File: config.mk
export PLATFORM = sky130hd
export DESIGN_NAME = integer_to_ascii_formatter_flat
export DESIGN_NICKNAME = d
export VERILOG_FILES = /design/src/hw/rtl/i2a_pkg.sv /design/src/hw/rtl/i2a_if.sv /design/src/hw/rtl/i2a_decode.sv /design/src/hw/rtl/i2a_dabble.sv /design/src/hw/rtl/i2a_pack.sv /design/src/hw/rtl/i2a_emit.sv /design/src/hw/rtl/integer_to_ascii_formatter.sv /design/src/flat_wrapper.sv
export SDC_FILE = /design/constraint.sdc
export NUM_CORES = 1
export LEC_CHECK = 0
export ABC_AREA = 1
export BUFFER_PORTS_ARGS = -buffer_cell sky130_fd_sc_hd__buf_2
export CAP_MARGIN = 20
export CORE_AREA = 3 3 290 235
export DETAILED_ROUTE_END_ITERATION = 8
export DIE_AREA = 0 0 293 238
export GPL_TIMING_DRIVEN = 0
export HOLD_SLACK_MARGIN = 0.15
export PLACE_DENSITY_LB_ADDON = 0.2
export SLEW_MARGIN = 0
export SYNTH_ARGS = -nofsm -noshare
export SYNTH_HDL_FRONTEND = slang
export SYNTH_SLANG_ARGS = --single-unit
File: constraint.sdc
create_clock -name clk -period 36.1 [get_ports clk]
set_clock_uncertainty 0.15 [all_clocks]
set_input_delay 5.415 -clock clk [delete_from_list [all_inputs] [get_ports clk]]
set_output_delay 5.415 -clock clk [all_outputs]
set_load 0.01 [all_outputs]
File: src/hw/rtl/i2a_pkg.sv
// ----------------------------------------------------------------------------
// i2a_pkg
// Shared types, codes and helpers for the integer to ASCII formatter.
// ----------------------------------------------------------------------------
package i2a_pkg;

  // Conversion kinds carried in the cmd field
  typedef enum logic [2:0] {
    CMD_SDEC = 3'd0,
    CMD_UDEC = 3'd1,
    CMD_HEXL = 3'd2,
    CMD_HEXU = 3'd3,
    CMD_PTR  = 3'd4
  } cmd_t;

  // Characters that come before the digits
  typedef enum logic [1:0] {
    PFX_NONE = 2'd0,
    PFX_NEG  = 2'd1,
    PFX_HEX  = 2'd2
  } pfx_t;

  localparam int unsigned BIN_W         = 32;
  localparam int unsigned BCD_DIGITS    = 10;
  localparam int unsigned NIBBLES       = 16;
  localparam int unsigned DABBLE_STEPS  = 8;
  localparam int unsigned DABBLE_STAGES = BIN_W / DABBLE_STEPS;

  localparam logic [7:0] CH_ZERO  = 8'h30;  // '0'
  localparam logic [7:0] CH_MINUS = 8'h2D;  // '-'
  localparam logic [7:0] CH_X     = 8'h78;  // 'x'
  localparam logic [7:0] CH_LA    = 8'h61;  // 'a'
  localparam logic [7:0] CH_UA    = 8'h41;  // 'A'

  // Item moving through the decimal conversion stages
  typedef struct packed {
    pfx_t                        pfx;
    logic                        hex;
    logic                        upper;
    logic [63:0]                 val;
    logic [BIN_W-1:0]            bin;
    logic [BCD_DIGITS-1:0][3:0]  bcd;
  } work_t;

  // Item handed to the character emitter; digit 0 is least significant
  typedef struct packed {
    pfx_t                    pfx;
    logic                    upper;
    logic [NIBBLES-1:0][3:0] digs;
    logic [3:0]              top;
  } pack_t;

  // One digit to its ASCII character
  function automatic logic [7:0] digit_char(input logic [3:0] d, input logic upper);
    logic [7:0] base;
    base = upper ? CH_UA : CH_LA;
    if (d < 4'd10) begin
      digit_char = CH_ZERO + {4'd0, d};
    end else begin
      digit_char = base + {4'd0, d} - 8'd10;
    end
  endfunction

endpackage

File: src/hw/rtl/i2a_if.sv
// ----------------------------------------------------------------------------
// i2a channel interfaces
// Valid/ready channels for number beats in and character beats out.
// ----------------------------------------------------------------------------
interface i2a_in_if;
  logic        valid;
  logic        ready;
  logic [2:0]  cmd;
  logic [63:0] value;

  modport source (output valid, output cmd, output value, input ready);
  modport sink   (input valid, input cmd, input value, output ready);
endinterface

interface i2a_out_if;
  logic       valid;
  logic       ready;
  logic [7:0] ch;
  logic       last;

  modport source (output valid, output ch, output last, input ready);
  modport sink   (input valid, input ch, input last, output ready);
endinterface

File: src/hw/rtl/i2a_decode.sv
// ----------------------------------------------------------------------------
// i2a_decode
// Input register: decodes the kind, takes the signed magnitude and seeds
// the decimal conversion. Unused kinds are taken and dropped.
// ----------------------------------------------------------------------------
module i2a_decode (
  input  logic          clk,
  input  logic          rst_n,
  i2a_in_if.sink        in_bus,
  output i2a_pkg::work_t out_data,
  output logic          out_valid,
  input  logic          out_ready
);

  i2a_pkg::work_t nxt;
  logic           known;
  logic [31:0]    low;
  logic           valid_r;
  i2a_pkg::work_t data_r;

  assign in_bus.ready = !valid_r || out_ready;
  assign low          = in_bus.value[31:0];

  // Kind decode
  always_comb begin
    nxt       = '0;
    known     = 1'b1;
    nxt.val   = {32'd0, low};
    nxt.bin   = low;
    unique case (i2a_pkg::cmd_t'(in_bus.cmd))
      i2a_pkg::CMD_SDEC: begin
        // negation of the most negative value already reads as its magnitude
        if (low[31]) begin
          nxt.pfx = i2a_pkg::PFX_NEG;
          nxt.bin = (~low) + 32'd1;
        end
      end
      i2a_pkg::CMD_UDEC: begin
      end
      i2a_pkg::CMD_HEXL: nxt.hex = 1'b1;
      i2a_pkg::CMD_HEXU: begin
        nxt.hex   = 1'b1;
        nxt.upper = 1'b1;
      end
      i2a_pkg::CMD_PTR: begin
        nxt.hex = 1'b1;
        nxt.pfx = i2a_pkg::PFX_HEX;
        nxt.val = in_bus.value;
      end
      default: known = 1'b0;
    endcase
  end

  // Stage valid
  always_ff @(posedge clk) begin
    if (!rst_n) begin
      valid_r <= 1'b0;
    end else if (in_bus.ready) begin
      valid_r <= in_bus.valid && known;
    end
  end

  // Stage payload
  always_ff @(posedge clk) begin
    if (in_bus.ready) begin
      data_r <= nxt;
    end
  end

  assign out_data  = data_r;
  assign out_valid = valid_r;

endmodule

File: src/hw/rtl/i2a_dabble.sv
// ----------------------------------------------------------------------------
// i2a_dabble
// One pipeline stage of binary to BCD conversion: a fixed number of
// add-3-and-shift steps on the decimal digits, then a register.
// ----------------------------------------------------------------------------
module i2a_dabble (
  input  logic           clk,
  input  logic           rst_n,
  input  i2a_pkg::work_t in_data,
  input  logic           in_valid,
  output logic           in_ready,
  output i2a_pkg::work_t out_data,
  output logic           out_valid,
  input  logic           out_ready
);

  i2a_pkg::work_t w;
  logic           valid_r;
  i2a_pkg::work_t data_r;

  assign in_ready = !valid_r || out_ready;

  // Shift-add-3 steps
  always_comb begin
    w = in_data;
    for (int s = 0; s < i2a_pkg::DABBLE_STEPS; s++) begin
      for (int k = 0; k < i2a_pkg::BCD_DIGITS; k++) begin
        if (w.bcd[k] >= 4'd5) begin
          w.bcd[k] = w.bcd[k] + 4'd3;
        end
      end
      {w.bcd, w.bin} = {w.bcd, w.bin} << 1;
    end
  end

  // Stage valid
  always_ff @(posedge clk) begin
    if (!rst_n) begin
      valid_r <= 1'b0;
    end else if (in_ready) begin
      valid_r <= in_valid;
    end
  end

  // Stage payload
  always_ff @(posedge clk) begin
    if (in_ready) begin
      data_r <= w;
    end
  end

  assign out_data  = data_r;
  assign out_valid = valid_r;

endmodule

File: src/hw/rtl/i2a_pack.sv
// ----------------------------------------------------------------------------
// i2a_pack
// Picks decimal or hex digits and finds the most significant nonzero digit.
// ----------------------------------------------------------------------------
module i2a_pack (
  input  logic           clk,
  input  logic           rst_n,
  input  i2a_pkg::work_t in_data,
  input  logic           in_valid,
  output logic           in_ready,
  output i2a_pkg::pack_t out_data,
  output logic           out_valid,
  input  logic           out_ready
);

  i2a_pkg::pack_t nxt;
  logic           valid_r;
  i2a_pkg::pack_t data_r;

  assign in_ready = !valid_r || out_ready;

  // Digit select and leading digit search; zero leaves top at digit 0
  always_comb begin
    nxt       = '0;
    nxt.pfx   = in_data.pfx;
    nxt.upper = in_data.upper;
    nxt.digs  = in_data.hex ? in_data.val : {24'd0, in_data.bcd};
    for (int k = 0; k < i2a_pkg::NIBBLES; k++) begin
      if (nxt.digs[k] != 4'd0) begin
        nxt.top = 4'(k);
      end
    end
  end

  // Stage valid
  always_ff @(posedge clk) begin
    if (!rst_n) begin
      valid_r <= 1'b0;
    end else if (in_ready) begin
      valid_r <= in_valid;
    end
  end

  // Stage payload
  always_ff @(posedge clk) begin
    if (in_ready) begin
      data_r <= nxt;
    end
  end

  assign out_data  = data_r;
  assign out_valid = valid_r;

endmodule

File: src/hw/rtl/i2a_emit.sv
// ----------------------------------------------------------------------------
// i2a_emit
// Character sequencer: prefix characters, then digits most significant first,
// one beat per cycle unless the receiver stalls, into an output register.
// ----------------------------------------------------------------------------
module i2a_emit (
  input  logic           clk,
  input  logic           rst_n,
  input  i2a_pkg::pack_t in_data,
  input  logic           in_valid,
  output logic           in_ready,
  i2a_out_if.source      out_bus
);

  typedef enum logic [1:0] {
    PH_SIGN,
    PH_ZERO,
    PH_X,
    PH_DIG
  } phase_t;

  logic                    busy_r;
  phase_t                  phase_r;
  phase_t                  phase_nxt;
  logic [3:0]              pos_r;
  logic [15:0][3:0]        digs_r;
  logic                    upper_r;
  logic                    out_valid_r;
  logic [7:0]              out_ch_r;
  logic                    out_last_r;
  logic [7:0]              emit_ch;
  logic                    emit_last;
  logic                    adv;
  phase_t                  start_phase;

  assign in_ready = !busy_r;
  assign adv      = !out_valid_r || out_bus.ready;

  // First phase of a new item
  always_comb begin
    unique case (in_data.pfx)
      i2a_pkg::PFX_NEG: start_phase = PH_SIGN;
      i2a_pkg::PFX_HEX: start_phase = PH_ZERO;
      default:          start_phase = PH_DIG;
    endcase
  end

  // Current character
  always_comb begin
    emit_last = 1'b0;
    phase_nxt = PH_DIG;
    unique case (phase_r)
      PH_SIGN: emit_ch = i2a_pkg::CH_MINUS;
      PH_ZERO: begin
        emit_ch   = i2a_pkg::CH_ZERO;
        phase_nxt = PH_X;
      end
      PH_X:    emit_ch = i2a_pkg::CH_X;
      PH_DIG: begin
        emit_ch   = i2a_pkg::digit_char(digs_r[pos_r], upper_r);
        emit_last = (pos_r == 4'd0);
      end
      default: emit_ch = i2a_pkg::CH_ZERO;
    endcase
  end

  // Sequencer state and output register
  always_ff @(posedge clk) begin
    if (!rst_n) begin
      busy_r      <= 1'b0;
      phase_r     <= PH_DIG;
      out_valid_r <= 1'b0;
    end else begin
      if (!busy_r && in_valid) begin
        busy_r  <= 1'b1;
        phase_r <= start_phase;
        pos_r   <= in_data.top;
        digs_r  <= in_data.digs;
        upper_r <= in_data.upper;
      end
      if (adv) begin
        out_valid_r <= busy_r;
        if (busy_r) begin
          out_ch_r   <= emit_ch;
          out_last_r <= emit_last;
          phase_r    <= phase_nxt;
          if (phase_r == PH_DIG) begin
            if (emit_last) begin
              busy_r <= 1'b0;
            end else begin
              pos_r <= pos_r - 4'd1;
            end
          end
        end
      end
    end
  end

  assign out_bus.valid = out_valid_r;
  assign out_bus.ch    = out_ch_r;
  assign out_bus.last  = out_last_r;

endmodule

File: src/hw/rtl/integer_to_ascii_formatter.sv
// ----------------------------------------------------------------------------
// integer_to_ascii_formatter
// Formats a number as ASCII decimal or hex characters, most significant first.
// ----------------------------------------------------------------------------
// Usage:
//   in_bus  takes one beat per number: cmd (0 signed decimal, 1 unsigned
//           decimal, 2 hex lower, 3 hex upper, 4 pointer "0x" + 64-bit hex)
//           and value. Kinds 5 to 7 are taken and produce nothing.
//   out_bus gives one beat per character; last marks the final character.
//   Path: input register, four binary-to-BCD stages of 8 steps each, a digit
//   select stage, then the character sequencer and its output register.
//   The sequencer loads one item at a time and then emits its characters;
//   it takes no new item until its last character enters the output
//   register, and the stages in front hold up to six more numbers while
//   it works.
//   Reset (synchronous, rst_n low) empties every stage; no beat is lost or
//   repeated afterwards. When the receiver stalls, the output register holds
//   its beat and the pipeline backs up stage by stage until in_bus.ready
//   drops.
// ----------------------------------------------------------------------------
module integer_to_ascii_formatter (
  input  logic      clk,
  input  logic      rst_n,
  i2a_in_if.sink    in_bus,
  i2a_out_if.source out_bus
);

  localparam int unsigned NST = i2a_pkg::DABBLE_STAGES;

  i2a_pkg::work_t dd_data  [0:NST];
  logic           dd_valid [0:NST];
  logic           dd_ready [0:NST];
  i2a_pkg::pack_t pk_data;
  logic           pk_valid;
  logic           pk_ready;

  // Kind decode and input register
  i2a_decode u_decode (
    .clk       (clk),
    .rst_n     (rst_n),
    .in_bus    (in_bus),
    .out_data  (dd_data[0]),
    .out_valid (dd_valid[0]),
    .out_ready (dd_ready[0])
  );

  // Binary to BCD stages
  for (genvar g = 0; g < NST; g++) begin : g_dabble
    i2a_dabble u_dabble (
      .clk       (clk),
      .rst_n     (rst_n),
      .in_data   (dd_data[g]),
      .in_valid  (dd_valid[g]),
      .in_ready  (dd_ready[g]),
      .out_data  (dd_data[g+1]),
      .out_valid (dd_valid[g+1]),
      .out_ready (dd_ready[g+1])
    );
  end

  // Digit select and leading digit
  i2a_pack u_pack (
    .clk       (clk),
    .rst_n     (rst_n),
    .in_data   (dd_data[NST]),
    .in_valid  (dd_valid[NST]),
    .in_ready  (dd_ready[NST]),
    .out_data  (pk_data),
    .out_valid (pk_valid),
    .out_ready (pk_ready)
  );

  // Character sequencer
  i2a_emit u_emit (
    .clk      (clk),
    .rst_n    (rst_n),
    .in_data  (pk_data),
    .in_valid (pk_valid),
    .in_ready (pk_ready),
    .out_bus  (out_bus)
  );

  // A stalled digit-select stage keeps its item
  a_pack_hold: assert property (@(posedge clk) disable iff (!rst_n)
    pk_valid && !pk_ready |=> pk_valid && $stable(pk_data))
    else $error("digit select stage lost its item under stall");

  // The final character of a number is always a digit
  a_last_digit: assert property (@(posedge clk) disable iff (!rst_n)
    out_bus.valid && out_bus.last |->
      out_bus.ch != i2a_pkg::CH_MINUS && out_bus.ch != i2a_pkg::CH_X)
    else $error("number ended on a prefix character");

  // 'x' enters the output register as the leading '0' beat is taken
  a_x_after_zero: assert property (@(posedge clk) disable iff (!rst_n)
    out_bus.valid && out_bus.ch == i2a_pkg::CH_X &&
      $past(out_bus.valid && out_bus.ready) |->
      $past(out_bus.ch) == i2a_pkg::CH_ZERO && !$past(out_bus.last))
    else $error("pointer prefix out of order");

  // Reset empties the output register
  a_reset_idle: assert property (@(posedge clk)
    !rst_n |=> !out_bus.valid)
    else $error("output beat present after reset");

endmodule

File: src/flat_wrapper.sv
// flat-port wrapper written by rule: the top's interface ports become plain ports
module integer_to_ascii_formatter_flat 
  (clk, rst_n, in_bus_valid, in_bus_cmd, in_bus_value, in_bus_ready, out_bus_valid, out_bus_ch, out_bus_last, out_bus_ready);
  i2a_in_if in_bus_i ();
  i2a_out_if out_bus_i ();
  input  logic clk;
  input  logic rst_n;
  input wire logic [$bits(in_bus_i.valid)-1:0] in_bus_valid;
  input wire logic [$bits(in_bus_i.cmd)-1:0] in_bus_cmd;
  input wire logic [$bits(in_bus_i.value)-1:0] in_bus_value;
  output wire logic [$bits(in_bus_i.ready)-1:0] in_bus_ready;
  output wire logic [$bits(out_bus_i.valid)-1:0] out_bus_valid;
  output wire logic [$bits(out_bus_i.ch)-1:0] out_bus_ch;
  output wire logic [$bits(out_bus_i.last)-1:0] out_bus_last;
  input wire logic [$bits(out_bus_i.ready)-1:0] out_bus_ready;
  assign in_bus_i.valid = in_bus_valid;
  assign in_bus_i.cmd = in_bus_cmd;
  assign in_bus_i.value = in_bus_value;
  assign in_bus_ready = in_bus_i.ready;
  assign out_bus_valid = out_bus_i.valid;
  assign out_bus_ch = out_bus_i.ch;
  assign out_bus_last = out_bus_i.last;
  assign out_bus_i.ready = out_bus_ready;
  integer_to_ascii_formatter u_core (.clk(clk), .rst_n(rst_n), .in_bus(in_bus_i), .out_bus(out_bus_i));
endmodule
# == Word level (Yosys, flattened, before mapping) ==
# Index checks and enable logic that the tools add are counted.
# word_totals
elab_cells,1012
ff_bits,728
out_inout_bits,11
# classes
order_cmp,267
reduce_logical,42
n_mux,308
n_bitwise,1
n_addsub,270
eq_ne,9
# ops
operator,count
$ge A4 B3 Y1 const B,255
$mux W4,246
$add A4 B2 Y4 const B,234
$mux W3,34
$mux W32,2
$mux W64,1
$add A3 B2 Y3 const B,21
$reduce_bool A4 Y1,15
$add A32 B1 Y32 const B,1
$not A32 Y32,1
$pmux W8 S4,1
$add A1 B2 Y3 const AB,8
$ge A1 B3 Y1 const AB,8
$bmux W4 S4,1
$mux W1,14
$mux W2,5
$add A7 B4 Y8,1
$logic_not A1 Y1,8
$mux W8,1
$pmux W2 S2,2
$reduce_or A8 Y1,1
$sub A8 B4 Y8 const B,1
$add A6 B4 Y7 const A,1
$logic_or A1 B1 Y1,7
other kinds (21),28

# == Depth between registers and ports, before layout ==
# depth
word_depth,16
ltp_mapped,51
mapped_depth_nobuf,51

# == Hierarchy ==
# From an unflattened synthesis, not the netlist that was laid out.
# unflattened
hier_cells,7852
area_unflattened_um2,60372.9
# modules_own_cells
module,area_per_inst_um2,cells_per_inst,seq_area_each_um2,n_inst
i2a_dabble,12172.9,1686,3983.8,4
i2a_decode,4662.0,441,2992.9,1
i2a_emit,3614.7,329,2392.3,1
i2a_pack,3404.5,338,2152.1,1

# == Least setup slack after synthesis ==
# No wires, ideal clock.
# synth_path
path_kind,register to output
startpoint,register u_core.u_emit.busy_r
endpoint,output port in_bus_ready
path_stages_with_launch,10
arrival_time_ns,11.073
setup_slack_ns,19.462
path_buffers,0
path_cell_list,dfxtp_1 nand2_1 nor2_1 inv_1 nor2_1 inv_1 nor2_1 inv_1 nor2_1 nand2_1
# synth_between
elab_chain_len,7
# synth_rtl
element,line,source
"start, declared",i2a_emit.sv:22,logic busy_r;
"start signal, assigned",i2a_emit.sv:70,busy_r <= 1'b0;
"start signal, assigned",i2a_emit.sv:75,busy_r <= 1'b1;
"start signal, assigned",i2a_emit.sv:89,busy_r <= 1'b0;
$logic_not A1 Y1,i2a_emit.sv:36,assign in_ready = !busy_r;
$logic_or A1 B1 Y1,i2a_pack.sv:20,assign in_ready = !valid_r || out_ready;
net u_core.g_dabble[3].u_dabble.out_ready,i2a_dabble.sv:14,input logic out_ready
$logic_or A1 B1 Y1,i2a_dabble.sv:21,assign in_ready = !valid_r || out_ready;
net u_core.g_dabble[2].u_dabble.out_ready,i2a_dabble.sv:14,
$logic_or A1 B1 Y1,i2a_dabble.sv:21,
net u_core.g_dabble[1].u_dabble.out_ready,i2a_dabble.sv:14,
$logic_or A1 B1 Y1,i2a_dabble.sv:21,
net u_core.g_dabble[0].u_dabble.out_ready,i2a_dabble.sv:14,
$logic_or A1 B1 Y1,i2a_dabble.sv:21,
$logic_or A1 B1 Y1,i2a_decode.sv:21,assign in_bus.ready = !valid_r || out_ready;
"end, declared",flat_wrapper.sv:11,output wire logic [$bits(in_bus_i.ready)-1:0] in_bus_ready;
# The timed path passes the listed nets, and every way through them passes these cells.

# == Final worst setup path ==
# Same ends and word-level chain as after synthesis.

==> flow_metrics.env <==
export IMPL_ys_flop_type="edfxtp_1"
export IMPL_synth_compound_area_share_pct=5.548
export IMPL_firstDrtPassIters=8
export IMPL_ys_seq_elements=675
export IMPL_tns_ns=0
export IMPL_crit_end="in_bus_ready"
export IMPL_reg2reg_slack_ns=29.36
export IMPL_clk_latency_ns=0.61
export IMPL_avgSynthCellArea_sq_um=9.311
export IMPL_crit_top_cell="nor2_1"
export IMPL_die_width_um=293
export IMPL_yosys_mux_area_fraction_pct=0.6903
export IMPL_dp_hpwl_um=56220
export IMPL_r2r_end="u_core.g_dabble[3].u_dabble.out_data[37]$_DFFE_PP_"
export IMPL_wire_per_inst_um=14.67
export IMPL_grt_antenna_before_repair=16
export IMPL_crit_fanout=72
export IMPL_drt_iter0_drc=1971
export IMPL_grt_pass1_vias=25983
export IMPL_async_reset_ff_share_pct=0
export IMPL_final_hold_violation_count=0
export IMPL_clock_path_buffers=3
export IMPL_core_area_sq_um=65480
export IMPL_grt_ovfl_total=0
export IMPL_maxSlewViolCount=0
export IMPL_period_minus_slack_ns=10.00
export IMPL_clkTransAtPathRegs_ns=0.06
export IMPL_r2r_start="u_core.g_dabble[2].u_dabble.out_data[28]$_DFFE_PP_"
export IMPL_rsz0062_at_grt="false"
export IMPL_maxSlewHeadroom_pct=36.56
export IMPL_synthAdderAreaFrac_pct=4.825
export IMPL_yosys_area_share_simple_pct=27.96
export IMPL_cts_hold_buffers=0
export IMPL_grt_usage_pct=22.32
export IMPL_startpoint="u_core.u_emit.busy_r$_SDFF_PN0_"
export IMPL_worst_slew_pin_transition_ns=0.9493
export IMPL_synth_edf_count=665
export IMPL_cpPeakStageDelay_ns=0.59
export IMPL_criticalPathCategory="reg -> out"
export IMPL_ys_warn_count=0
export IMPL_ys_seq_area_share_pct=51.51
export IMPL_die_y_um=238
export IMPL_io_pins=82
export IMPL_cts_tree="yes"
export IMPL_routed_wl_um=77460
export IMPL_cp_top_family="buffers and inverters"
export IMPL_clkSinkCount=675
export IMPL_cts_setup_buffers=0
export IMPL_cap_violations=0
export IMPL_worstPathCellList="nand2_4 > buf_16 > nor2_1 > inv_4 > nor2_1 > inv_4 > nor2_1 > inv_4 > nor2_1 > nand2_4 > buf_2"
export IMPL_cts_root_buffer="clkbuf_16"
export IMPL_nets=4584
export IMPL_layout_setup_ws_ns=26.10
export IMPL_status="complete, no violations"
export IMPL_synthDistinctLibCells=60
export IMPL_synth_xor_area_share_pct=2.582
export IMPL_setup_viol=0
export IMPL_fin_crit_sh_pct=27.71
export IMPL_startpoint_type="register"
export IMPL_routed_via_density=5.308
export IMPL_die_area_sq_um=69730
export IMPL_critPathSlowestCell="nand2_4"
export IMPL_critPathArrivalTime_ns=4.44
export IMPL_synthCells=4205
export IMPL_required_ns=30.53
export IMPL_max_freq_mhz=99.98
export IMPL_numCtsBuffers=68
export IMPL_detail_route_antenna_nets=0
export IMPL_syn_num_nets=4427
export IMPL_hold_class="reg -> reg"
export IMPL_syn_area_sq_um=39150
export IMPL_drive_gt1_share_pct=15.84
export IMPL_drc=0
export IMPL_cts_repair_resized=0
export IMPL_synth_top_family_by_area="simple AND/OR/NAND/NOR gates"
export IMPL_crit_buf_inv=5
export IMPL_path_depth=11
export IMPL_gp_congestion=0.8705
export IMPL_area_growth_syn_to_layout_pct=10.24
export IMPL_start_util_pct=59.80
export IMPL_ff2ff_path_depth=42
export IMPL_grt_max_degree=73
export IMPL_grt_pass1_wl_um=126600
export IMPL_route_vias_total=28028
export IMPL_port_buffer_count=80
export IMPL_end_kind="output pin"
export IMPL_dp_slack_ns=26.62
export IMPL_cts_htree_levels=3
export IMPL_num_rows=84
cell usage after synthesis, types with 16 or more instances:
cell type	count	area, sq um
xor2_1	67	586.8
nand3_1	313	1567
edfxtp_1	665	19970
inv_2	36	135.1
ha_1	151	1889
nand3_2	106	1061
nand4_1	133	832.1
a21o_1	32	240.2
nor4_1	16	100.1
clkbuf_1	18	67.56
nand3b_1	25	187.7
o21ai_1	35	175.2
nand2_2	217	1358
nand2_1	1115	4185
and2_1	37	231.5
a21oi_1	49	245.2
o21ai_2	44	385.4
nand2_4	38	427.9
xnor2_1	18	157.7
nor2_1	147	551.8
o21ai_0	107	535.5
mux2i_1	27	270.3
inv_1	652	2447
registers in the layout, summed over array words and instances, names as in the netlist, 2 cells and up:
signal	cells
u_core.g_dabble.u_dabble.out_data	418
u_core.g_dabble.u_dabble.out_valid	4
u_core.u_decode.out_data	99
u_core.u_emit.digs_r	64
u_core.u_emit.out_bus.ch	7
u_core.u_emit.phase_r	2
u_core.u_emit.pos_r	4
u_core.u_pack.out_data	71
layer usage:
layer / vias to the layer above / wire length, um / global-route usage [%]
met2: 706 / 33730 / 34.53
met3: 119 / 5637 / 4.523
met5: - / 89 / 0
met1: 12783 / 36410 / 32.58
li1: 14408 / - / -
met4: 12 / 1595 / 5.621
worst reg2reg max path: cells and delay by family, from the launching register on:
| kind | cells | cell delay, ns |
|---|---|---|
| XOR/XNOR | 4 | 0.93 |
| adder cells (fa/ha/maj) | 8 | 1.45 |
| buffers and inverters | 11 | 0.83 |
| AO/OA/AOI/OAI | 3 | 0.79 |
| AND/OR/NAND/NOR | 16 | 1.91 |
| flip-flops | 1 | 0.44 |
how the worst min path moves through the flow:
stage,to,start,depth (start not counted),slack [ns]
3_5_place_dp,u_core.g_dabble[0].u_dabble.out_data[114]$_DFFE_PP_,u_core.u_decode.out_data[114]$_SDFFCE_PN0P_,0,0.25
5_1_grt,u_core.g_dabble[1].u_dabble.out_data[74]$_DFFE_PP_,u_core.g_dabble[0].u_dabble.out_data[74]$_DFFE_PP_,0,0.27
6_report,u_core.g_dabble[3].u_dabble.out_data[83]$_DFFE_PP_,u_core.g_dabble[2].u_dabble.out_data[83]$_DFFE_PP_,0,0.25
3_3_place_gp,u_core.g_dabble[3].u_dabble.out_data[101]$_DFFE_PP_,u_core.g_dabble[2].u_dabble.out_data[101]$_DFFE_PP_,0,0.25
4_1_cts,u_core.g_dabble[3].u_dabble.out_data[83]$_DFFE_PP_,u_core.g_dabble[2].u_dabble.out_data[83]$_DFFE_PP_,0,0.26
2_1_floorplan,u_core.g_dabble[0].u_dabble.out_data[0]$_DFFE_PP_,u_core.u_decode.out_data[64]$_DFFE_PP_,0,0.25
layout by cell type (no fill, tap or decap), types with 27 or more instances in the layout:
cell type	count
clkbuf_1	27
xor2_1	67
and2_1	37
a21o_1	32
nor2_1	146
inv_2	36
nand2_4	40
a21oi_1	49
nand3_2	106
nand4_1	133
edfxtp_1	665
nand3_1	313
nand2_1	1113
buf_2	80
nand2_2	217
inv_1	648
ha_1	151
clkbuf_16	69
mux2i_1	27
o21ai_1	35
o21ai_2	44
o21ai_0	107
cells by family (layout without fill, tap and decap cells):
kind of cell | Yosys count | in the layout
AOI/OAI and AO/OA | 340 | 340
xor gates and xnor gates | 100 | 100
adders and majority gates | 151 | 151
buffers and inverters | 716 | 925
DFF | 675 | 675
muxes | 27 | 27
other | 1 | 7
and+or+nand+nor | 2195 | 2195
per-stage QoR:
stage	hold WS [ns]	cell area (sq um)	cells	utilization, %
after global placement	0.2500	40630	5145	62.05
after global routing	0.2695	43160	5278	65.92
after CTS	0.2621	43150	5274	65.90
final	0.2518	43170	5280	65.92
after floorplan	0.2503	39150	4205	-
after detailed placement	0.2545	40850	5152	62.38
final cells by class:
type | instances | area, sq um
diodes | 6 | 15.01
plain buffers | 25 | 97.59
clock buffers | 78 | 1760
clock inverters | 44 | 541.8
fillers | 5007 | 22310
inverters | 691 | 2604
multi-input cells | 2814 | 16320
flip-flops and latches | 675 | 20170
well taps | 860 | 1076
repair buffers | 87 | 585.6
Power is left out: the tool's default activity adds up to more than one toggle a clock period on the data nets, which glitch-free logic cannot reach.
